$ cat config.mk
export PLATFORM = sky130hd
export DESIGN_NAME = sorted_list_table
export DESIGN_NICKNAME = d
export VERILOG_FILES = /design/src/rtl/core/sltab_pkg.sv /design/src/rtl/core/sltab_ram.sv /design/src/rtl/core/sltab_ctrl.sv /design/src/rtl/core/sltab_dp.sv /design/src/rtl/core/sorted_list_table.sv
export SDC_FILE = /design/constraint.sdc
export NUM_CORES = 1
export LEC_CHECK = 0
export ABC_AREA = 1
export ABC_CLOCK_PERIOD_IN_PS = 4600
export BUFFER_PORTS_ARGS = -buffer_cell sky130_fd_sc_hd__buf_2
export CORE_MARGIN = 1.5
export CORE_UTILIZATION = 53
export DETAILED_ROUTE_END_ITERATION = 10
export GPL_TIMING_DRIVEN = 0
export PLACE_DENSITY_LB_ADDON = 0.12
export REMOVE_ABC_BUFFERS = 1
export SLEW_MARGIN = 20
export SYNTH_ARGS = -nofsm -noshare
export SYNTH_HDL_FRONTEND = slang
export SYNTH_SLANG_ARGS = --single-unit
$ cat constraint.sdc
create_clock -name aclk -period 4.6 [get_ports aclk]
set_input_delay 0 -clock aclk [delete_from_list [all_inputs] [get_ports aclk]]
set_output_delay 0 -clock aclk [all_outputs]
set_load 0.05 [all_outputs]
$ cat src/rtl/core/sltab_pkg.sv
// ----------------------------------------------------------------------------
// sltab_pkg: shared constants and types of the sorted list table
// Sizes, operation and status codes, controller/datapath command and status.
// ----------------------------------------------------------------------------
package sltab_pkg;

    localparam int CAPACITY  = 16;
    localparam int IDX_W     = $clog2(CAPACITY + 1);
    localparam int ADDR_W    = $clog2(CAPACITY);
    localparam int VALUE_W   = 32;
    localparam int RANK_W    = 5;
    localparam int OPCODE_W  = 2;
    localparam int STATUS_W  = 2;
    localparam int CMP_W     = ((IDX_W > RANK_W) ? IDX_W : RANK_W) + 1;
    localparam int S_FIELD_W = OPCODE_W + VALUE_W + RANK_W;
    localparam int M_FIELD_W = VALUE_W + STATUS_W + 2;
    localparam int S_TDATA_W = ((S_FIELD_W + 7) / 8) * 8;
    localparam int M_TDATA_W = ((M_FIELD_W + 7) / 8) * 8;

    localparam logic [IDX_W-1:0] WIN_RESET = IDX_W'(CAPACITY / 2);
    localparam logic [IDX_W-1:0] WIN_LIMIT = IDX_W'(CAPACITY);

    typedef enum logic [OPCODE_W-1:0] {
        OP_INSERT = 2'd0,
        OP_LOOKUP = 2'd1,
        OP_REMOVE = 2'd2
    } opcode_t;

    typedef enum logic [STATUS_W-1:0] {
        ST_OK        = 2'd0,
        ST_NOT_FOUND = 2'd1,
        ST_FULL      = 2'd2,
        ST_BAD_RANK  = 2'd3
    } status_t;

    typedef struct packed {
        logic accept;
        logic decode;
        logic scan;
        logic rm_take;
        logic shift;
        logic put;
        logic load_out;
    } cmd_t;

    typedef struct packed {
        opcode_t op;
        logic    list_full;
        logic    rank_ok;
        logic    scan_stop;
        logic    shift_done;
    } sts_t;

endpackage

$ cat src/rtl/core/sltab_ram.sv
// ----------------------------------------------------------------------------
// sltab_ram: generic single-clock ram
// One write port and one read port, read data registered.
// ----------------------------------------------------------------------------
module sltab_ram #(
    parameter int WIDTH = 32,
    parameter int DEPTH = 16
) (
    input  logic                     clk,
    input  logic                     wr_en,
    input  logic [$clog2(DEPTH)-1:0] wr_addr,
    input  logic [WIDTH-1:0]         wr_data,
    input  logic [$clog2(DEPTH)-1:0] rd_addr,
    output logic [WIDTH-1:0]         rd_data
);

    logic [WIDTH-1:0] mem_reg [DEPTH];
    logic [WIDTH-1:0] rd_data_reg;

    always_ff @(posedge clk) begin
        if (wr_en) begin
            mem_reg[wr_addr] <= wr_data;
        end
        rd_data_reg <= mem_reg[rd_addr];
    end

    assign rd_data = rd_data_reg;

endmodule

$ cat src/rtl/core/sltab_ctrl.sv
// ----------------------------------------------------------------------------
// sltab_ctrl: sequencer of the sorted list table
// Steps each operation through decode, then the scan, take, shift and write-back states it needs.
// ----------------------------------------------------------------------------
module sltab_ctrl (
    input  logic              aclk,
    input  logic              aresetn,
    input  logic              s_tvalid,
    output logic              s_tready,
    output logic              m_tvalid,
    input  logic              m_tready,
    input  sltab_pkg::sts_t   sts,
    output sltab_pkg::cmd_t   cmd
);

    typedef enum logic [6:0] {
        S_IDLE    = 7'b0000001,
        S_DECODE  = 7'b0000010,
        S_SCAN    = 7'b0000100,
        S_RM_TAKE = 7'b0001000,
        S_SHIFT   = 7'b0010000,
        S_PUT     = 7'b0100000,
        S_FINISH  = 7'b1000000
    } state_t;

    state_t state_reg, state_next;
    logic   out_valid_reg, out_valid_next;
    logic   out_free;

    assign s_tready = (state_reg == S_IDLE);
    assign m_tvalid = out_valid_reg;
    assign out_free = !out_valid_reg || m_tready;

    always_comb begin
        state_next   = state_reg;
        cmd          = '0;
        unique case (state_reg)
            S_IDLE: begin
                if (s_tvalid) begin
                    cmd.accept = 1'b1;
                    state_next = S_DECODE;
                end
            end
            S_DECODE: begin
                cmd.decode = 1'b1;
                unique case (sts.op)
                    sltab_pkg::OP_INSERT: begin
                        state_next = sts.list_full ? S_FINISH : S_SCAN;
                    end
                    sltab_pkg::OP_LOOKUP: begin
                        state_next = S_SCAN;
                    end
                    sltab_pkg::OP_REMOVE: begin
                        state_next = sts.rank_ok ? S_RM_TAKE : S_FINISH;
                    end
                    default: begin
                        state_next = S_FINISH;
                    end
                endcase
            end
            S_SCAN: begin
                cmd.scan = 1'b1;
                if (sts.scan_stop) begin
                    state_next = (sts.op == sltab_pkg::OP_LOOKUP) ? S_FINISH : S_SHIFT;
                end
            end
            S_RM_TAKE: begin
                cmd.rm_take = 1'b1;
                state_next  = S_SHIFT;
            end
            S_SHIFT: begin
                cmd.shift = 1'b1;
                if (sts.shift_done) begin
                    state_next = S_PUT;
                end
            end
            S_PUT: begin
                cmd.put    = 1'b1;
                state_next = S_FINISH;
            end
            S_FINISH: begin
                if (out_free) begin
                    cmd.load_out = 1'b1;
                    state_next   = S_IDLE;
                end
            end
            default: begin
                state_next = S_IDLE;
            end
        endcase
    end

    always_comb begin
        out_valid_next = out_valid_reg;
        if (cmd.load_out) begin
            out_valid_next = 1'b1;
        end else if (m_tready) begin
            out_valid_next = 1'b0;
        end
    end

    always_ff @(posedge aclk) begin
        if (!aresetn) begin
            state_reg     <= S_IDLE;
            out_valid_reg <= 1'b0;
        end else begin
            state_reg     <= state_next;
            out_valid_reg <= out_valid_next;
        end
    end

endmodule

$ cat src/rtl/core/sltab_dp.sv
// ----------------------------------------------------------------------------
// sltab_dp: datapath of the sorted list table
// Entry store, window bounds, scan pointer, shift engine and result register.
// ----------------------------------------------------------------------------
module sltab_dp (
    input  logic                                   aclk,
    input  logic                                   aresetn,
    input  sltab_pkg::cmd_t                        cmd,
    output sltab_pkg::sts_t                        sts,
    input  logic [sltab_pkg::OPCODE_W-1:0]         in_opcode,
    input  logic signed [sltab_pkg::VALUE_W-1:0]   in_value,
    input  logic [sltab_pkg::RANK_W-1:0]           in_rank,
    output logic [sltab_pkg::M_TDATA_W-1:0]        out_data
);

    localparam int IW  = sltab_pkg::IDX_W;
    localparam int AW  = sltab_pkg::ADDR_W;
    localparam int CW  = sltab_pkg::CMP_W;
    localparam int VW  = sltab_pkg::VALUE_W;
    localparam int RW  = sltab_pkg::RANK_W;
    localparam int PAD = sltab_pkg::M_TDATA_W - sltab_pkg::M_FIELD_W;

    // window and shift control
    logic [IW-1:0] ws_reg, ws_next;
    logic [IW-1:0] we_reg, we_next;
    logic          pend_reg, pend_next;

    // item and working registers
    sltab_pkg::opcode_t   op_reg, op_next;
    logic signed [VW-1:0] val_reg, val_next;
    logic [RW-1:0]        rank_reg, rank_next;
    logic [IW-1:0]        k_reg, k_next;
    logic [IW-1:0]        src_reg, src_next;
    logic [IW-1:0]        cnt_reg, cnt_next;
    logic [IW-1:0]        wdst_reg, wdst_next;
    logic [IW-1:0]        slot_reg, slot_next;
    logic                 move_up_reg, move_up_next;
    logic                 adj_start_reg, adj_start_next;
    logic [VW-1:0]        res_value_reg, res_value_next;
    sltab_pkg::status_t   res_status_reg, res_status_next;
    logic [sltab_pkg::M_TDATA_W-1:0] out_data_reg, out_data_next;

    // store ports
    logic          wr_en;
    logic [AW-1:0] wr_addr, rd_addr;
    logic [VW-1:0] wr_data, rd_data;
    logic [IW-1:0] rd_addr_full;

    // derived values
    logic [IW-1:0]        count, idx, found_rank;
    logic [CW-1:0]        rank_ext, count_ext;
    logic [IW:0]          win_sum;
    logic                 rank_ok, list_full, list_empty;
    logic                 scan_end, scan_hit, scan_stop, ins_lower, rm_lower;
    logic signed [VW-1:0] rd_signed;

    sltab_ram #(
        .WIDTH (VW),
        .DEPTH (sltab_pkg::CAPACITY)
    ) u_store (
        .clk     (aclk),
        .wr_en   (wr_en),
        .wr_addr (wr_addr),
        .wr_data (wr_data),
        .rd_addr (rd_addr),
        .rd_data (rd_data)
    );

    assign count      = we_reg - ws_reg;
    assign rank_ext   = CW'(rank_reg);
    assign count_ext  = CW'(count);
    assign rank_ok    = (rank_reg != '0) && (rank_ext <= count_ext);
    assign idx        = IW'(CW'(ws_reg) + rank_ext - CW'(1));
    assign win_sum    = (IW+1)'(ws_reg) + (IW+1)'(we_reg);
    assign list_full  = (ws_reg == '0) && (we_reg == sltab_pkg::WIN_LIMIT);
    assign list_empty = (ws_reg == we_reg);
    assign rd_signed  = $signed(rd_data);
    assign scan_end   = (k_reg == we_reg);
    assign scan_hit   = (op_reg == sltab_pkg::OP_INSERT) ? (val_reg < rd_signed)
                                                         : (rd_signed >= val_reg);
    assign scan_stop  = scan_end || scan_hit;
    assign ins_lower  = (({k_reg, 1'b1} <= win_sum) && (ws_reg != '0))
                        || (we_reg == sltab_pkg::WIN_LIMIT);
    assign rm_lower   = ({idx, 1'b1} <= win_sum);
    assign found_rank = k_reg - ws_reg + IW'(1);

    assign sts.op         = op_reg;
    assign sts.list_full  = list_full;
    assign sts.rank_ok    = rank_ok;
    assign sts.scan_stop  = scan_stop;
    assign sts.shift_done = (cnt_reg == '0);

    // read address: next element under test during the scan, source during the shift
    always_comb begin
        priority if (cmd.decode) begin
            rd_addr_full = (op_reg == sltab_pkg::OP_REMOVE) ? idx : ws_reg;
        end else if (cmd.scan) begin
            rd_addr_full = k_reg + IW'(1);
        end else if (cmd.shift) begin
            rd_addr_full = src_reg;
        end else begin
            rd_addr_full = ws_reg;
        end
    end
    assign rd_addr = rd_addr_full[AW-1:0];

    always_comb begin
        wr_en   = 1'b0;
        wr_addr = slot_reg[AW-1:0];
        wr_data = val_reg;
        if (cmd.shift && pend_reg) begin
            wr_en   = 1'b1;
            wr_addr = wdst_reg[AW-1:0];
            wr_data = rd_data;
        end else if (cmd.put && (op_reg == sltab_pkg::OP_INSERT)) begin
            wr_en = 1'b1;
        end
    end

    always_comb begin
        ws_next         = ws_reg;
        we_next         = we_reg;
        pend_next       = pend_reg;
        op_next         = op_reg;
        val_next        = val_reg;
        rank_next       = rank_reg;
        k_next          = k_reg;
        src_next        = src_reg;
        cnt_next        = cnt_reg;
        wdst_next       = wdst_reg;
        slot_next       = slot_reg;
        move_up_next    = move_up_reg;
        adj_start_next  = adj_start_reg;
        res_value_next  = res_value_reg;
        res_status_next = res_status_reg;
        out_data_next   = out_data_reg;

        if (cmd.accept) begin
            op_next   = sltab_pkg::opcode_t'(in_opcode);
            val_next  = in_value;
            rank_next = in_rank;
        end

        if (cmd.decode) begin
            k_next          = ws_reg;
            res_value_next  = '0;
            res_status_next = sltab_pkg::ST_OK;
            if ((op_reg == sltab_pkg::OP_INSERT) && list_full) begin
                res_status_next = sltab_pkg::ST_FULL;
            end else if ((op_reg == sltab_pkg::OP_REMOVE) && !rank_ok) begin
                res_status_next = sltab_pkg::ST_BAD_RANK;
            end
        end

        if (cmd.scan) begin
            if (!scan_stop) begin
                k_next = k_reg + IW'(1);
            end else if (op_reg == sltab_pkg::OP_LOOKUP) begin
                if (!scan_end && (rd_signed == val_reg)) begin
                    res_value_next  = VW'(found_rank);
                    res_status_next = sltab_pkg::ST_OK;
                end else begin
                    res_status_next = sltab_pkg::ST_NOT_FOUND;
                end
            end else begin
                pend_next = 1'b0;
                if (ins_lower) begin
                    src_next       = ws_reg;
                    move_up_next   = 1'b0;
                    cnt_next       = k_reg - ws_reg;
                    slot_next      = k_reg - IW'(1);
                    adj_start_next = 1'b1;
                end else begin
                    src_next       = we_reg - IW'(1);
                    move_up_next   = 1'b1;
                    cnt_next       = we_reg - k_reg;
                    slot_next      = k_reg;
                    adj_start_next = 1'b0;
                end
            end
        end

        if (cmd.rm_take) begin
            res_value_next = rd_data;
            pend_next      = 1'b0;
            if (rm_lower) begin
                src_next       = idx - IW'(1);
                move_up_next   = 1'b1;
                cnt_next       = idx - ws_reg;
                adj_start_next = 1'b1;
            end else begin
                src_next       = idx + IW'(1);
                move_up_next   = 1'b0;
                cnt_next       = we_reg - idx - IW'(1);
                adj_start_next = 1'b0;
            end
        end

        // one move per cycle: read the source, write it a slot further next cycle
        if (cmd.shift) begin
            if (cnt_reg != '0) begin
                src_next  = move_up_reg ? (src_reg - IW'(1)) : (src_reg + IW'(1));
                wdst_next = move_up_reg ? (src_reg + IW'(1)) : (src_reg - IW'(1));
                cnt_next  = cnt_reg - IW'(1);
                pend_next = 1'b1;
            end else begin
                pend_next = 1'b0;
            end
        end

        if (cmd.put) begin
            if (op_reg == sltab_pkg::OP_INSERT) begin
                if (adj_start_reg) begin
                    ws_next = ws_reg - IW'(1);
                end else begin
                    we_next = we_reg + IW'(1);
                end
            end else begin
                if (adj_start_reg) begin
                    ws_next = ws_reg + IW'(1);
                end else begin
                    we_next = we_reg - IW'(1);
                end
            end
        end

        if (cmd.load_out) begin
            out_data_next = {{PAD{1'b0}}, list_full, list_empty, res_status_reg, res_value_reg};
        end
    end

    always_ff @(posedge aclk) begin
        if (!aresetn) begin
            ws_reg   <= sltab_pkg::WIN_RESET;
            we_reg   <= sltab_pkg::WIN_RESET;
            pend_reg <= 1'b0;
        end else begin
            ws_reg   <= ws_next;
            we_reg   <= we_next;
            pend_reg <= pend_next;
        end
    end

    always_ff @(posedge aclk) begin
        op_reg         <= op_next;
        val_reg        <= val_next;
        rank_reg       <= rank_next;
        k_reg          <= k_next;
        src_reg        <= src_next;
        cnt_reg        <= cnt_next;
        wdst_reg       <= wdst_next;
        slot_reg       <= slot_next;
        move_up_reg    <= move_up_next;
        adj_start_reg  <= adj_start_next;
        res_value_reg  <= res_value_next;
        res_status_reg <= res_status_next;
        out_data_reg   <= out_data_next;
    end

    assign out_data = out_data_reg;

endmodule

$ cat src/rtl/core/sorted_list_table.sv
// ----------------------------------------------------------------------------
// sorted_list_table: sorted list of signed values with insert, lookup, remove
// Values are kept in ascending order in a centred window of a small ram.
// ----------------------------------------------------------------------------
// usage
//   s_ channel: one beat per operation (opcode, item_value, rank)
//   m_ channel: exactly one result beat per operation
//   (result_value, status, is_empty, is_full)
//   steps: the scan reads one entry a cycle up to the insertion or match point
//   (removes skip it), and the shift moves one entry a cycle through the ram's
//   one write and one read port; refused operations skip the scan and shift
//   throughput: one operation at a time; s_tready is high only when idle
//   reset: the window becomes empty at the centre of the store, m_tvalid
//   drops; store contents are not cleared and need no clearing pass
//   stall: the result waits in the output register while m_tready is low;
//   a new beat is accepted meanwhile, and its result waits for the register
// ----------------------------------------------------------------------------
module sorted_list_table (
    input  logic                               aclk,
    input  logic                               aresetn,
    input  logic                               s_tvalid,
    output logic                               s_tready,
    // opcode[1:0], item_value[33:2], rank[38:34], zero[39]
    input  logic [sltab_pkg::S_TDATA_W-1:0]    s_tdata,
    output logic                               m_tvalid,
    input  logic                               m_tready,
    // result_value[31:0], status[33:32], is_empty[34], is_full[35], zero[39:36]
    output logic [sltab_pkg::M_TDATA_W-1:0]    m_tdata
);

    localparam int OW = sltab_pkg::OPCODE_W;
    localparam int VW = sltab_pkg::VALUE_W;
    localparam int RW = sltab_pkg::RANK_W;

    sltab_pkg::cmd_t cmd;
    sltab_pkg::sts_t sts;

    sltab_ctrl u_ctrl (
        .aclk     (aclk),
        .aresetn  (aresetn),
        .s_tvalid (s_tvalid),
        .s_tready (s_tready),
        .m_tvalid (m_tvalid),
        .m_tready (m_tready),
        .sts      (sts),
        .cmd      (cmd)
    );

    sltab_dp u_dp (
        .aclk      (aclk),
        .aresetn   (aresetn),
        .cmd       (cmd),
        .sts       (sts),
        .in_opcode (s_tdata[OW-1:0]),
        .in_value  ($signed(s_tdata[OW+VW-1:OW])),
        .in_rank   (s_tdata[OW+VW+RW-1:OW+VW]),
        .out_data  (m_tdata)
    );

endmodule

After elaboration in Yosys (flattened, before gate mapping) --
Memory sizes are Yosys's and may differ from the RTL's. A register that Yosys moved wholly into a read port is not among the register bits. Index checks and enable logic that the tools add are counted.
Cells by class: add/sub/neg operators 21, order comparisons 5, equal/unequal tests 19, multiplexer cells 89, bitwise operators 2, reductions and logical operators 32
Operators by type and width (count):
- two-way mux 32 bit | 7
- two-way mux 5 bit | 26
- two-way mux 7 bit | 7
- one-hot mux 7 bit (7 select lines) | 1
- subtractor 5 x 1 -> 5 bit (second input constant) | 7
- two-way mux 1 bit | 34
- equality test 32 bit | 1
- >= comparator 32 bit | 1
- < comparator 32 bit | 1
- adder 5 x 1 -> 5 bit (second input constant) | 6
- two-way mux 4 bit | 7
- subtractor 5 bit | 5
- one-hot mux 7 bit (3 select lines) | 1
- nonzero test 5 bit | 3
- less-or-equal comparator 6 bit | 2
- two-way mux 2 bit | 6
- equality test 5 bit | 2
- logical NOT 5 bit | 2
- AND reduction 3 bit | 3
- logical AND 1 bit | 8
- equality test 7 x 1 -> 1 bit (second input constant) | 1
- equality test 7 x 2 -> 1 bit (second input constant) | 1
- equality test 7 x 3 -> 1 bit (second input constant) | 1
- equality test 7 x 4 -> 1 bit (second input constant) | 1
- 21 further kinds | 34
Word-level totals: register bits after elaboration 153, RAM bits 512, output and inout bits 42, word-level logic and storage cells 187, memories kept 1
Memories:
- u_dp.u_store.mem_reg | depth 16, bits a word 32, rd ports 1, clocked after Yosys merged registers in 1, write ports 1, RTL line sltab_ram.sv:17 | logic [WIDTH-1:0] mem_reg [DEPTH];

Depth between registers and ports, before layout --
Gate-level depths: netlist (run 1).
depth after elaboration 11, mapped depth 25, depth with buffers taken out 25

Hierarchy --
Synthesis (run 1) repeated with hierarchy kept, for this count alone.
Second synthesis, totals: cells, all modules 3271, area, all modules 32351.0 um2
By module, submodules not included:
- sltab_ram | times used 1, cells each 2120, area each 22730.6 um2, sequential area each 16015.4 um2
- sltab_dp | times used 1, cells each 1064, area each 9048.7 um2, sequential area each 3733.6 um2
- sltab_ctrl | times used 1, cells each 87, area each 571.8 um2, sequential area each 160.2 um2

Worst setup path after synthesis (run 1) --
No wires, ideal clock.
path kind register to register, from register u_ctrl.state_reg[2], to register u_dp.op_reg[0], enable pin, data arrival time 4.120 ns, data required time 4.164 ns, setup slack 0.044 ns, cell stages (with the launch flop) 6, buffers on the path 0, cells stage by stage dfxtp_1 > nor2_4 > inv_1 > nor4_1 > inv_1 > nor2_1
RTL lines:
- start: declaration | RTL line sltab_ctrl.sv:26 | state_t state_reg, state_next;
- start signal: assignment | RTL line sltab_ctrl.sv:107 | state_reg <= state_next;
- end signal: assignment | RTL line sltab_dp.sv:245 | op_reg <= op_next;
- end: declaration | RTL line sltab_dp.sv:29 | sltab_pkg::opcode_t op_reg, op_next;

Final worst setup path (run 1) --
from register u_dp.ws_reg[0], to register u_dp.src_reg[3]
Between the ends: cells in the longest elaborated chain, start to end 11, elaborated cells on any way between the ends 18, classes of those cells add/sub (5); order compare (2); mux (8); reduce/logical (3)
RTL lines:
- start: declaration | RTL line sltab_dp.sv:24 | logic [IW-1:0] ws_reg, ws_next;
- start signal: assignment | RTL line sltab_dp.sv:234 | ws_reg <= sltab_pkg::WIN_RESET;
- start signal: assignment | RTL line sltab_dp.sv:238 | ws_reg <= ws_next;
- branches (longest 8 deep; another with adder 5 bit)
- two-way mux 5 bit (*) | RTL line sltab_dp.sv:183 | if (cmd.rm_take) begin
- two-way mux 5 bit | RTL line sltab_dp.sv:201 | if (cnt_reg != '0) begin
- two-way mux 5 bit (*) | RTL line sltab_dp.sv:200 | if (cmd.shift) begin
- net u_dp.src_next[3] | RTL line sltab_dp.sv:33 | logic [IW-1:0] src_reg, src_next;
- end signal: assignment | RTL line sltab_dp.sv:249 | src_reg <= src_next;
- end: declaration | RTL line sltab_dp.sv:33
Mark *: on every way through the listed nets, which the timed path passes. A chain may end at the register's enable or synchronous reset.

==> Flow_metrics.wiki, run 1 <==
{| class="wikitable"
! Metric !! Value
|-
| Total die area || 60,700 sq um
|-
| Highest routed metal layer || met4
|-
| Critical Path Start Type || register
|-
| Initial cell density of the core || 0.534
|-
| Final period demand of the worst path || 4.36 ns
|-
| Type of the tightest min-delay check || input pin to register
|-
| First-pass iteration count of the detailed router || 6
|-
| Leading post-synthesis cells by instance count || nand2_1, edfxtp_1, inv_1
|-
| Clock H-tree levels || 3
|-
| Max-slew violation count || 0
|-
| Hold Violations, Final || 0
|-
| IO buf count || 80
|-
| Final HPWL DP || 52,000 um
|-
| Count of different cell masters after synthesis || 43
|-
| Number of vias per cell || 5.67
|-
| Final-report setup violation count || 0
|-
| Post-layout util || 0.628
|-
| Async SR Flop Fraction || 0
|-
| Clock share of power || 0.387
|-
| Top_reg_cell synth || edfxtp_1
|-
| Max Cap Viol || 0
|-
| Crit path cell chain || clkinvlp_4, ha_1, inv_1, ha_1, fa_1, ha_1, inv_1, o31ai_1, nand3_1, nand2_1, nand2_4, ha_1, a21oi_1, nand2_1, xor2_1, nand3_1, a31oi_1, nand3_1, nand2_1, inv_1
|-
| Switching fraction of total power || 0.268
|-
| Post-synth design cell area || 31,400 sq um
|-
| Die boundary width || 246 um
|-
| Top cells by area in the synthesized netlist || edfxtp_1, nand2_1, dfxtp_1
|-
| Flop pwr share || 0.456
|-
| Remaining global-route overflow || 0
|-
| Source-to-sink clock delay at the later pin of the worst-skew pair || 0.63 ns
|-
| Area of the core || 58,800 sq um
|-
| Sum of routed wire length over all layers || 83,800 um
|-
| Leading cell type by number of instances after synthesis || nand2_1
|-
| Combinational fraction of design power || 0.157
|-
| Met3 WL post-DR || 6290 um
|-
| Clk_skew || 0.0214 ns
|-
| Via count of the first global-routing pass || 21,380
|-
| Area delta synth->final || 17.7%
|-
| Setup Crit Path Kind || register to register
|-
| Synth top area share || 0.571
|-
| Largest register FFs || 512
|-
| Worst Min Path Start || s_tdata[5]
|-
| Routability congestion estimate from global placement || 0.914
|-
| DRC viols || 0
|-
| Buffering stage count on the worst path with inverters included || 4
|-
| Clock sinks || 696
|-
| RR Startpoint || u_dp.ws_reg[0]
|-
| Total vias in the final route || 22,026
|-
| Kind of cell with the highest combined delay on the critical path || adder cells
|-
| Slowest cell on crit path || fa_1
|-
| Critical path origin || u_dp.ws_reg[0]
|-
| Delay of the slowest critical-path stage || 0.54 ns
|-
| IO Pins || 86
|-
| Detail Route Antenna Nets || 0
|-
| Signal arrival time at the worst endpoint || 4.88 ns
|-
| Achievable clock frequency || 229 MHz
|-
| Initial antenna violation count || 1
|-
| Pleak || 15.0 nW
|-
| Share of layout cells above drive strength 1 || 0.105
|-
| Worst hold slack || 0.0904 ns
|-
| Antenna fix cells || 0
|-
| Count of yosys warnings during synthesis || 0
|-
| Headroom to the max-slew limit || 0.275
|-
| Seq/Total Area, Yosys || 0.634
|-
| Ratio of final minimum period to clock period || 0.948
|-
| Total power per unit cell area || 436 nW/um^2
|-
| Clock Tree Buf Depth || 3
|-
| 1st-iter DRT viols || 2,139
|-
| Most Frequent Cell on Critical Path || ha_1
|-
| Clock-pin slew on the worst setup and hold paths || 0.06 ns
|-
| Pin count of the biggest net entering global routing || 141
|-
| Root Buffer Master || clkbuf_16
|-
| Run status || complete, no violations
|-
| Setup crit end kind || register
|-
| Total number of nets in the final design || 3,194
|-
| GRT Resource Usage Total || 0.281
|-
| First-pass GRT wire length || 127,000 um
|-
| Transition at the pin with the smallest max-transition slack || 1.08 ns
|-
| CTS tree || done
|-
| Number of synthesized flops with an enable pin || 597
|-
| Power spent charging and discharging nets || 4.32 mW
|-
| Site row count || 89
|-
| Internal power consumption || 11.8 mW
|-
| Yosys top cell by area || edfxtp_1
|-
| Post-synthesis average cell area || 10.7 sq um
|-
| Cts bufs inserted || 75
|-
| Synthesized instance count || 2,931
|-
| WL met2 || 39,500 um
|-
| Unrepaired setup endpoints after global routing || false
|-
| Die height || 246 um
|-
| Detailed-route wire length per cell || 21.6 um
|-
| Largest fanout on the critical path || 12
|-
| Worst Path Required || 5.12 ns
|-
| Wire length on met1 || 35,700 um
|-
| Flops & latches, synth || 696
|-
| Highest ir drop seen on vdd || 0.000320 V
|}
## layout by cell type, fill, tap and decap left out, drive strengths merged, types with 4 or more instances in the layout
| cell type | synthesis | layout |
|---|---|---|
| a21oi | 75 | 75 |
| a31oi | 32 | 32 |
| buf | 109 | 150 |
| bufinv | 0 | 6 |
| clkbuf | 45 | 114 |
| clkinv | 2 | 18 |
| clkinvlp | 0 | 4 |
| conb | 1 | 4 |
| dfxtp | 99 | 99 |
| dlygate4sd3 | 0 | 44 |
| edfxtp | 597 | 597 |
| fa | 9 | 9 |
| ha | 90 | 90 |
| inv | 395 | 394 |
| nand2 | 658 | 658 |
| nand3 | 306 | 306 |
| nand3b | 38 | 38 |
| nand4 | 14 | 14 |
| nor2 | 63 | 63 |
| nor3 | 10 | 10 |
| nor4 | 5 | 5 |
| o211ai | 199 | 199 |
| o21ai | 125 | 125 |
| xnor2 | 17 | 17 |
| xor2 | 28 | 28 |
## power groups by stage
stage	combinational [mW]	sequential [mW]	clock, mW
6_report	2.53	7.34	6.24
5_1_grt	2.81	7.36	6.57
4_1_cts	2.50	7.34	6.32
3_5_place_dp	2.45	7.47	0
3_3_place_gp	2.34	7.49	0
2_1_floorplan	1.69	7.42	0
## logic make-up after synthesis
group	synth area share
other	0.000119
AO/OA/AOI/OAI	0.0894
adder cells (fa/ha/maj)	0.0416
buffers and inverters	0.0708
XOR/XNOR	0.0126
AND/OR/NAND/NOR	0.151
flip-flops	0.634
## metal layers
| layer | up-vias | GRT usage |
|---|---|---|
| met2 | 838 | 0.457 |
| met5 | - | 0 |
| met1 | 10658 | 0.389 |
| met4 | 0 | 0.0934 |
| li1 | 10386 | - |
| met3 | 144 | 0.0398 |
## final cells by class
class,instances,area (sq um)
fill,4579,21900
multi-input combinational,1687,9500
sequential,696,19900
timing repair buffer,194,2440
clock inverter,25,310
inverter,397,1520
tap,773,967
clock buffer,114,2280
## timing repair
item / 4_1_cts / 5_1_grt
setup endpoints to repair: 11 / 18
buffers inserted: 1 / 9
gates resized for setup: 3 / 9
endpoints found under the hold margin: 65 / 0
pin swaps: 0 / 0
hold buffers: 44 / 0
## stage by stage
step / TNS, ns / power [mW] / std cells / area [sq um] / setup WS [ns]
6_report: 0 / 16.1 / 3886 / 36900 / 0.240
3_3_place_gp: -2133.71 / 9.82 / 3633 / 32000 / -9.91
5_1_grt: 0 / 16.7 / 3886 / 36900 / 0.00106
3_5_place_dp: -0.456 / 9.92 / 3693 / 33800 / -0.342
4_1_cts: 0 / 16.2 / 3877 / 36800 / 0.0686
2_1_floorplan: -90.68 / 9.11 / 2780 / 30700 / -2.85
## final timing paths
| path | endpoint | slack, ns | cells past startpoint |
|---|---|---|---|
| max reg2reg | u_dp.src_reg[3] | 0.24 | 20 |
| max | u_dp.src_reg[3] | 0.24 | 20 |
| min reg2reg | u_dp.out_data[20] | 0.43 | 0 |
| min | u_dp.val_reg[3] | 0.09 | 2 |
(Power assumes the default switching activity.)
==> run 2: changes to the inputs <==
- BUFFER_PORTS_ARGS: -buffer_cell sky130_fd_sc_hd__buf_2 -> -buffer_cell sky130_fd_sc_hd__clkbuf_2
- CAP_MARGIN: default -> 20
- CTS_CLUSTER_SIZE: default -> 10
==> run 2 against run 1 <==
  * Clock-buffer cell count grew 28
  * Cell count grew 0.23%
  * Clock skew grew 0.0022 ns
  * Non-clock buffer count grew 2
  * Sequential power is essentially flat
  * Wire length grew 0.50%
  * Fmax shrank 0.45%
  * Critical path depth shrank 5
  * Combinational power is essentially flat
==> Flow_metrics.wiki, run 2 (synthesis gave the netlist of run 1 again) <==
{| class="wikitable"
! Metric !! Value
|-
| Worst hold slack || 0.0881 ns (was 0.0904 ns)
|-
| Depth of the worst register-to-register path || 15 (was 20)
|-
| Total power per unit cell area || 430 nW/um^2 (was 436 nW/um^2)
|-
| Highest ir drop seen on vdd || 0.000323 V (was 0.000320 V)
|-
| Via count of the first global-routing pass || 21,168 (was 21,380)
|-
| Most common library cell in the layout ignoring fill and taps || nand2_1 (unchanged)
|-
| Worst reg-to-reg setup slack || 0.22 ns (was 0.24 ns)
|-
| First-pass GRT wire length || 127,000 um (about the same)
|-
| Worst Min Path Start || s_tdata[36] (was s_tdata[5])
|-
| Largest register FFs || 512 (unchanged)
|-
| Ratio of final minimum period to clock period || 0.952 (was 0.948)
|-
| Terminating pin of the worst hold path || u_dp.rank_reg[2] (was u_dp.val_reg[3])
|-
| Final HPWL DP || 52,400 um (was 52,000 um)
|-
| Cts bufs inserted || 81 (was 75)
|-
| Type of the tightest min-delay check || input pin to register (unchanged)
|-
| Max-slew violation count || 0 (unchanged)
|-
| Setup Crit Path Kind || register to register (unchanged)
|-
| Signal arrival time at the worst endpoint || 4.88 ns (about the same)
|-
| Sum of routed wire length over all layers || 84,300 um (was 83,800 um)
|-
| DRC viols || 0 (unchanged)
|-
| Detail Route Antenna Nets || 0 (unchanged)
|-
| Worst Path Required || 5.10 ns (was 5.12 ns)
|-
| Area of the core || 58,800 sq um (unchanged)
|-
| Hold Violations, Final || 0 (unchanged)
|-
| 1st-iter DRT viols || 2,177 (was 2,139)
|-
| Antenna fix cells || 0 (unchanged)
|-
| IO buf count || 80 (unchanged)
|-
| Total die area || 60,700 sq um (unchanged)
|-
| CTS tree || done (unchanged)
|-
| Cell total after placement || 3,696 (was 3,693)
|-
| Final period demand of the worst path || 4.38 ns (was 4.36 ns)
|-
| Initial antenna violation count || 1 (unchanged)
|-
| Routability congestion estimate from global placement || 0.915 (was 0.914)
|-
| Area delta synth->final || 17.1% (was 17.7%)
|-
| Transition at the pin with the smallest max-transition slack || 1.07 ns (was 1.08 ns)
|-
| Clk_skew || 0.0236 ns (was 0.0214 ns)
|-
| Max Cap Viol || 0 (unchanged)
|-
| Post-layout util || 0.625 (was 0.628)
|-
| Clock-pin slew on the worst setup and hold paths || 0.06 ns (about the same)
|-
| Initial cell density of the core || 0.534 (unchanged)
|-
| Clock H-tree levels || 3 (unchanged)
|-
| Detailed-route wire length per cell || 21.6 um (about the same)
|-
| Final-report setup violation count || 0 (unchanged)
|-
| Headroom to the max-slew limit || 0.279 (was 0.275)
|-
| First-pass iteration count of the detailed router || 5 (was 6)
|-
| Source-to-sink clock delay at the later pin of the worst-skew pair || 0.63 ns (about the same)
|-
| Unrepaired setup endpoints after global routing || false (unchanged)
|-
| Critical Path Start Type || register (unchanged)
|-
| Setup crit end kind || register (unchanged)
|-
| Share of layout cells above drive strength 1 || 0.0961 (was 0.105)
|-
| Overall Power || 15.8 mW (was 16.1 mW)
|-
| Clock sinks || 696 (unchanged)
|-
| IO Pins || 86 (unchanged)
|-
| Pin count of the biggest net entering global routing || 127 (was 141)
|-
| Commonest cells after routing, fill and taps aside || nand2_1, edfxtp_1, inv_1, nand3_1, o211ai_1 (unchanged)
|-
| Total number of nets in the final design || 3,202 (was 3,194)
|-
| R2R Path End || u_ctrl.state_reg[0] (was u_dp.src_reg[3])
|-
| Clock Tree Buf Depth || 3 (unchanged)
|-
| Number of vias per cell || 5.69 (was 5.67)
|-
| Achievable clock frequency || 228 MHz (was 229 MHz)
|-
| Die height || 246 um (unchanged)
|-
| GRT Resource Usage Total || 0.280 (was 0.281)
|-
| Total vias in the final route || 22,168 (was 22,026)
|-
| Pleak || 14.9 nW (was 15.0 nW)
|-
| Largest fanout on the critical path || 11 (was 12)
|-
| Remaining global-route overflow || 0 (unchanged)
|-
| Fin cells || 3,895 (was 3,886)
|-
| Number of stages on the worst hold path || 2 (unchanged)
|-
| Site row count || 89 (unchanged)
|-
| RR Startpoint || u_dp.val_reg[30] (was u_dp.ws_reg[0])
|-
| Run status || complete, no violations (unchanged)
|-
| Die boundary width || 246 um (unchanged)
|-
| Root Buffer Master || clkbuf_16 (unchanged)
|}
[run 2: changes by cell type in the layout (fill, tap and decap cells not counted), moves of 3 or more]
cell / change
buf_8: +3
clkbuf_16: +7
clkinv_2: -9
clkbuf_1: +38
clkbuf_2: +80
clkbuf_8: -17
buf_2: -80
bufinv_16: -6
clkinv_1: -3
[run 2: final cells by class]
cell class	instances	area [sq um]
Fill cell	4596	22000
Sequential cell	696	19900
Multi-Input combinational cell	1687	9500
Timing Repair Buffer	196	2470
Clock buffer	142	2360
Inverter	397	1520
Tap cell	773	967
Clock inverter	4	37.5
[run 2: worst max path at each step]
| stage | end | start | depth (start not counted) |
|---|---|---|---|
| finish | u_ctrl.state_reg[0] | u_dp.val_reg[30] | 15 |
| global route | u_ctrl.state_reg[0] | u_dp.val_reg[30] | 15 |
| CTS | u_dp.u_store.rd_data[16] | u_ctrl.state_reg[4] | 17 |
| detailed placement | u_dp.src_reg[3] | u_dp.ws_reg[1] | 20 |
| global placement | u_dp.u_store.rd_data[5] | u_ctrl.state_reg[4] | 11 |
| floorplan | u_dp.u_store.rd_data[13] | u_ctrl.state_reg[2] | 8 |
[run 2: power breakdown]
| part | switching, mW | total, mW | internal, mW |
|---|---|---|---|
| combinational | 1.68 | 2.53 | 0.855 |
| clock | 2.47 | 5.93 | 3.46 |
| sequential | 0.159 | 7.35 | 7.19 |
| total | 4.30 | 15.8 | 11.5 |
[run 2: timing repair]
item / CTS / global route
cloned: 1 / 0
pin swaps: 0 / 1
resized for setup: 5 / 5
hold endpoints to repair: 68 / 0
endpoints found under the setup margin: 27 / 16
hold buffers: 44 / 0
setup buffers: 1 / 6
[run 2: critical path, stage by stage, from the launching register on]
cell	delay [ns]
edfxtp_1	0.47
ha_1	0.34
nand2_1	0.09
nor2_1	0.29
nand4_1	0.20
nor2_1	0.47
nand2_1	0.16
nand3_1	0.09
nand3_1	0.35
nor2_1	0.71
inv_1	0.19
nand2_1	0.10
inv_1	0.07
nand2_1	0.06
nand3_1	0.07
dlygate4sd3_1	0.57
[run 2: stage by stage]
stage	worst slack [ns]	setup TNS (ns)	cell area (sq um)
6_report	0.220	0	36800
5_1_grt	0.0149	0	36800
4_1_cts	0.119	0	36700
3_5_place_dp	-0.203	-1.87	33800
3_3_place_gp	-8.61	-2087.11	32000
2_1_floorplan	-2.85	-90.68	30700
[run 2: per-layer routing]
metal | part of all wire | vias to the layer above | global-route usage
met2 | 0.46 | 858 | 0.446
met4 | 0.029 | 0 | 0.0967
li1 | - | 10415 | -
met5 | 0 | - | 0
met1 | 0.43 | 10724 | 0.391
met3 | 0.079 | 171 | 0.0444
==> run 3: changes to the inputs <==
- CORE_UTILIZATION: 53 -> 40
==> run 3 against run 2 <==
  * Setup slack improved by 0.022 ns
  * Hold slack got worse by 0.013 ns
  * Sequential share of layout area fell by 0.98 points
  * Power rose by 2.6%
  * Highest routed layer unchanged
==> Flow_metrics.wiki, run 3 (synthesis gave the netlist of run 1 again) <==
{| class="wikitable"
! Metric !! Value
|-
| Run status || complete, no violations (unchanged)
|-
| Cts bufs inserted || 84 (was 81)
|-
| Clock-pin slew on the worst setup and hold paths || 0.06 ns (about the same)
|-
| Hold Violations, Final || 0 (unchanged)
|-
| Type of the tightest min-delay check || input pin to register (unchanged)
|-
| Largest fanout on the critical path || 11 (unchanged)
|-
| Combinational fraction of design power || 0.162 (was 0.160)
|-
| Critical Path Start Type || register (unchanged)
|-
| Setup crit end kind || register (unchanged)
|-
| Delay of the slowest critical-path stage || 0.61 ns (was 0.71 ns)
|-
| Source-to-sink clock delay at the later pin of the worst-skew pair || 0.64 ns (was 0.63 ns)
|-
| Headroom to the max-slew limit || 0.275 (was 0.279)
|-
| Power spent charging and discharging nets || 4.51 mW (was 4.30 mW)
|-
| Worst Path Required || 5.11 ns (was 5.10 ns)
|-
| Detail Route Antenna Nets || 0 (unchanged)
|-
| RR Startpoint || u_dp.val_reg[30] (unchanged)
|-
| Site row count || 102 (was 89)
|-
| IO buf count || 80 (unchanged)
|-
| Buffering stage count on the worst path with inverters included || 3 (unchanged)
|-
| Area of the core || 77,600 sq um (was 58,800 sq um)
|-
| Total power per unit cell area || 433 nW/um^2 (was 430 nW/um^2)
|-
| Transition at the pin with the smallest max-transition slack || 1.08 ns (was 1.07 ns)
|-
| Number of vias per cell || 5.27 (was 5.69)
|-
| Final HPWL DP || 56,500 um (was 52,400 um)
|-
| Worst reg-to-reg setup slack || 0.24 ns (was 0.22 ns)
|-
| 1st-iter DRT viols || 2,079 (was 2,177)
|-
| R2R Path End || u_ctrl.state_reg[0] (unchanged)
|-
| Antenna fix cells || 0 (unchanged)
|-
| Final period demand of the worst path || 4.36 ns (was 4.38 ns)
|-
| Setup crit end || u_ctrl.state_reg[0] (unchanged)
|-
| Routability congestion estimate from global placement || 0.875 (was 0.915)
|-
| CTS tree || done (unchanged)
|-
| Commonest cells after routing, fill and taps aside || nand2_1, edfxtp_1, inv_1, nand3_1, o211ai_1 (unchanged)
|-
| Worst slack at placement || -0.389 ns (was -0.203 ns)
|-
| IO Pins || 86 (unchanged)
|-
| Signal arrival time at the worst endpoint || 4.86 ns (was 4.88 ns)
|-
| Total Negative Setup Slacks || 0 ns (unchanged)
|-
| Setup Crit Path Kind || register to register (unchanged)
|-
| Achievable clock frequency || 229 MHz (was 228 MHz)
|-
| Number of logic stages on the critical path including buffering || 15 (unchanged)
|-
| Switching fraction of total power || 0.278 (was 0.272)
|-
| First-pass GRT wire length || 134,000 um (was 127,000 um)
|-
| Combined area of the multi-input logic cells || 9530 sq um (was 9500 sq um)
|-
| Worst setup slack after layout || 0.242 ns (was 0.220 ns)
|-
| Number of fill cells in the layout || 6,962 (was 4,596)
|-
| Pin count of the biggest net entering global routing || 112 (was 127)
|-
| Largest register FFs || 512 (unchanged)
|-
| Clock H-tree levels || 3 (unchanged)
|-
| Crit path cell chain || ha_1, nand2_1, nor2_1, nand4_1, nor2_1, nand2_1, nand3_1, nand3_1, nor2_1, inv_1, nand2_1, inv_1, nand2_1, nand3_1, dlygate4sd3_1 (unchanged)
|-
| Most Frequent Cell on Critical Path || nand2_1 (unchanged)
|-
| Clock Tree Buf Depth || 3 (unchanged)
|-
| Share of layout cells above drive strength 1 || 0.105 (was 0.0961)
|-
| Clk_skew || 0.0258 ns (was 0.0236 ns)
|-
| Max Cap Viol || 0 (unchanged)
|-
| Area after DPL || 34,200 sq um (was 33,800 sq um)
|-
| Post-layout util || 0.482 (was 0.625)
|-
| Initial antenna violation count || 0 (was 1)
|-
| Remaining global-route overflow || 0 (unchanged)
|-
| Area delta synth->final || 19.3% (was 17.1%)
|-
| Pleak || 15.0 nW (was 14.9 nW)
|-
| Final-report setup violation count || 0 (unchanged)
|-
| Most common library cell in the layout ignoring fill and taps || nand2_1 (unchanged)
|-
| Via count of the first global-routing pass || 21,158 (was 21,168)
|-
| Layout Cell Area excl Fill || 37,400 sq um (was 36,800 sq um)
|-
| Total die area || 80,100 sq um (was 60,700 sq um)
|-
| DRC viols || 0 (unchanged)
|-
| First-pass iteration count of the detailed router || 6 (was 5)
|-
| Kind of cell with the highest combined delay on the critical path || simple AND/OR/NAND/NOR gates (unchanged)
|-
| Slowest cell on crit path || nor2_1 (unchanged)
|-
| Ratio of final minimum period to clock period || 0.947 (was 0.952)
|-
| Worst hold slack || 0.0753 ns (was 0.0881 ns)
|-
| Critical path origin || u_dp.val_reg[30] (unchanged)
|-
| Root Buffer Master || clkbuf_16 (unchanged)
|-
| Highest ir drop seen on vdd || 0.000264 V (was 0.000323 V)
|-
| Clock share of power || 0.384 (was 0.375)
|-
| Max-slew violation count || 0 (unchanged)
|-
| Area of all sequential standard cells || 19,900 sq um (about the same)
|-
| GRT Resource Usage Total || 0.223 (was 0.280)
|-
| Initial cell density of the core || 0.404 (was 0.534)
|-
| Die height || 283 um (was 246 um)
|-
| Internal power consumption || 11.7 mW (was 11.5 mW)
|-
| Total number of nets in the final design || 3,215 (was 3,202)
|-
| Depth of the worst register-to-register path || 15 (unchanged)
|-
| Flop pwr share || 0.454 (was 0.465)
|-
| Die boundary width || 283 um (was 246 um)
|-
| Detailed-route wire length per cell || 21.9 um (was 21.6 um)
|-
| Total vias in the final route || 22,021 (was 22,168)
|-
| Clock sinks || 696 (unchanged)
|-
| Sum of routed wire length over all layers || 91,400 um (was 84,300 um)
|}
[run 3: cell count changes in the layout (fill, tap and decap cells not counted), sizes merged]
cell	delta
clkbuf	+3
clkinv	+5
nand2	+1
nand4	+1
buf	+9
clkinvlp	+2
bufbuf	-1
[run 3: metal layers]
metal  global-route usage  wire length (um)
met5                    0                 0
met4               0.0647              2000
met3               0.0324              5860
met2                0.360             42800
met1                0.313             40800
[run 3: area by class of cell]
type,instances,area share
clock buffer,145,0.0656
sequential,696,0.532
tap,1040,0.0348
timing repair buffer,204,0.0688
clock inverter,11,0.00371
multi-input combinational,1689,0.255
inverter,397,0.0405
[run 3: worst min-delay path by stage]
| stage | slack [ns] | startpoint | end | depth (start not counted) |
|---|---|---|---|---|
| finish | 0.08 | s_tdata[8] | u_dp.val_reg[6] | 2 |
| global route | 0.07 | s_tdata[9] | u_dp.val_reg[7] | 2 |
| CTS | 0.04 | s_tdata[8] | u_dp.val_reg[6] | 2 |
| detailed placement | 0.18 | s_tdata[34] | u_dp.rank_reg[0] | 1 |
| global placement | 0.18 | s_tdata[9] | u_dp.val_reg[7] | 1 |
| floorplan | 0.08 | aresetn | u_dp.ws_reg[3] | 1 |
[run 3: timing repair]
item                                    CTS  global route
resized for setup                         4             9
cloned                                    1             2
endpoints found under the hold margin    61             0
hold buffers                             44             0
endpoints found under the setup margin   10             7
setup buffers                             2             8
pin swaps                                 1             1
[run 3: power by group through the flow]
stage	Clock (mW)	Combinational [mW]	Sequential [mW]
6_report	6.23	2.62	7.37
5_1_grt	6.62	2.92	7.38
4_1_cts	6.36	2.57	7.36
3_5_place_dp	0	2.51	7.49
3_3_place_gp	0	2.40	7.51
2_1_floorplan	0	1.69	7.42
[run 3: through the flow]
step           total power, mW  cells
4_1_cts                   16.3   4172
2_1_floorplan             9.11   2780
3_3_place_gp              9.91   3900
3_5_place_dp              10.0   3969
6_report                  16.2   4182
5_1_grt                   16.9   4182
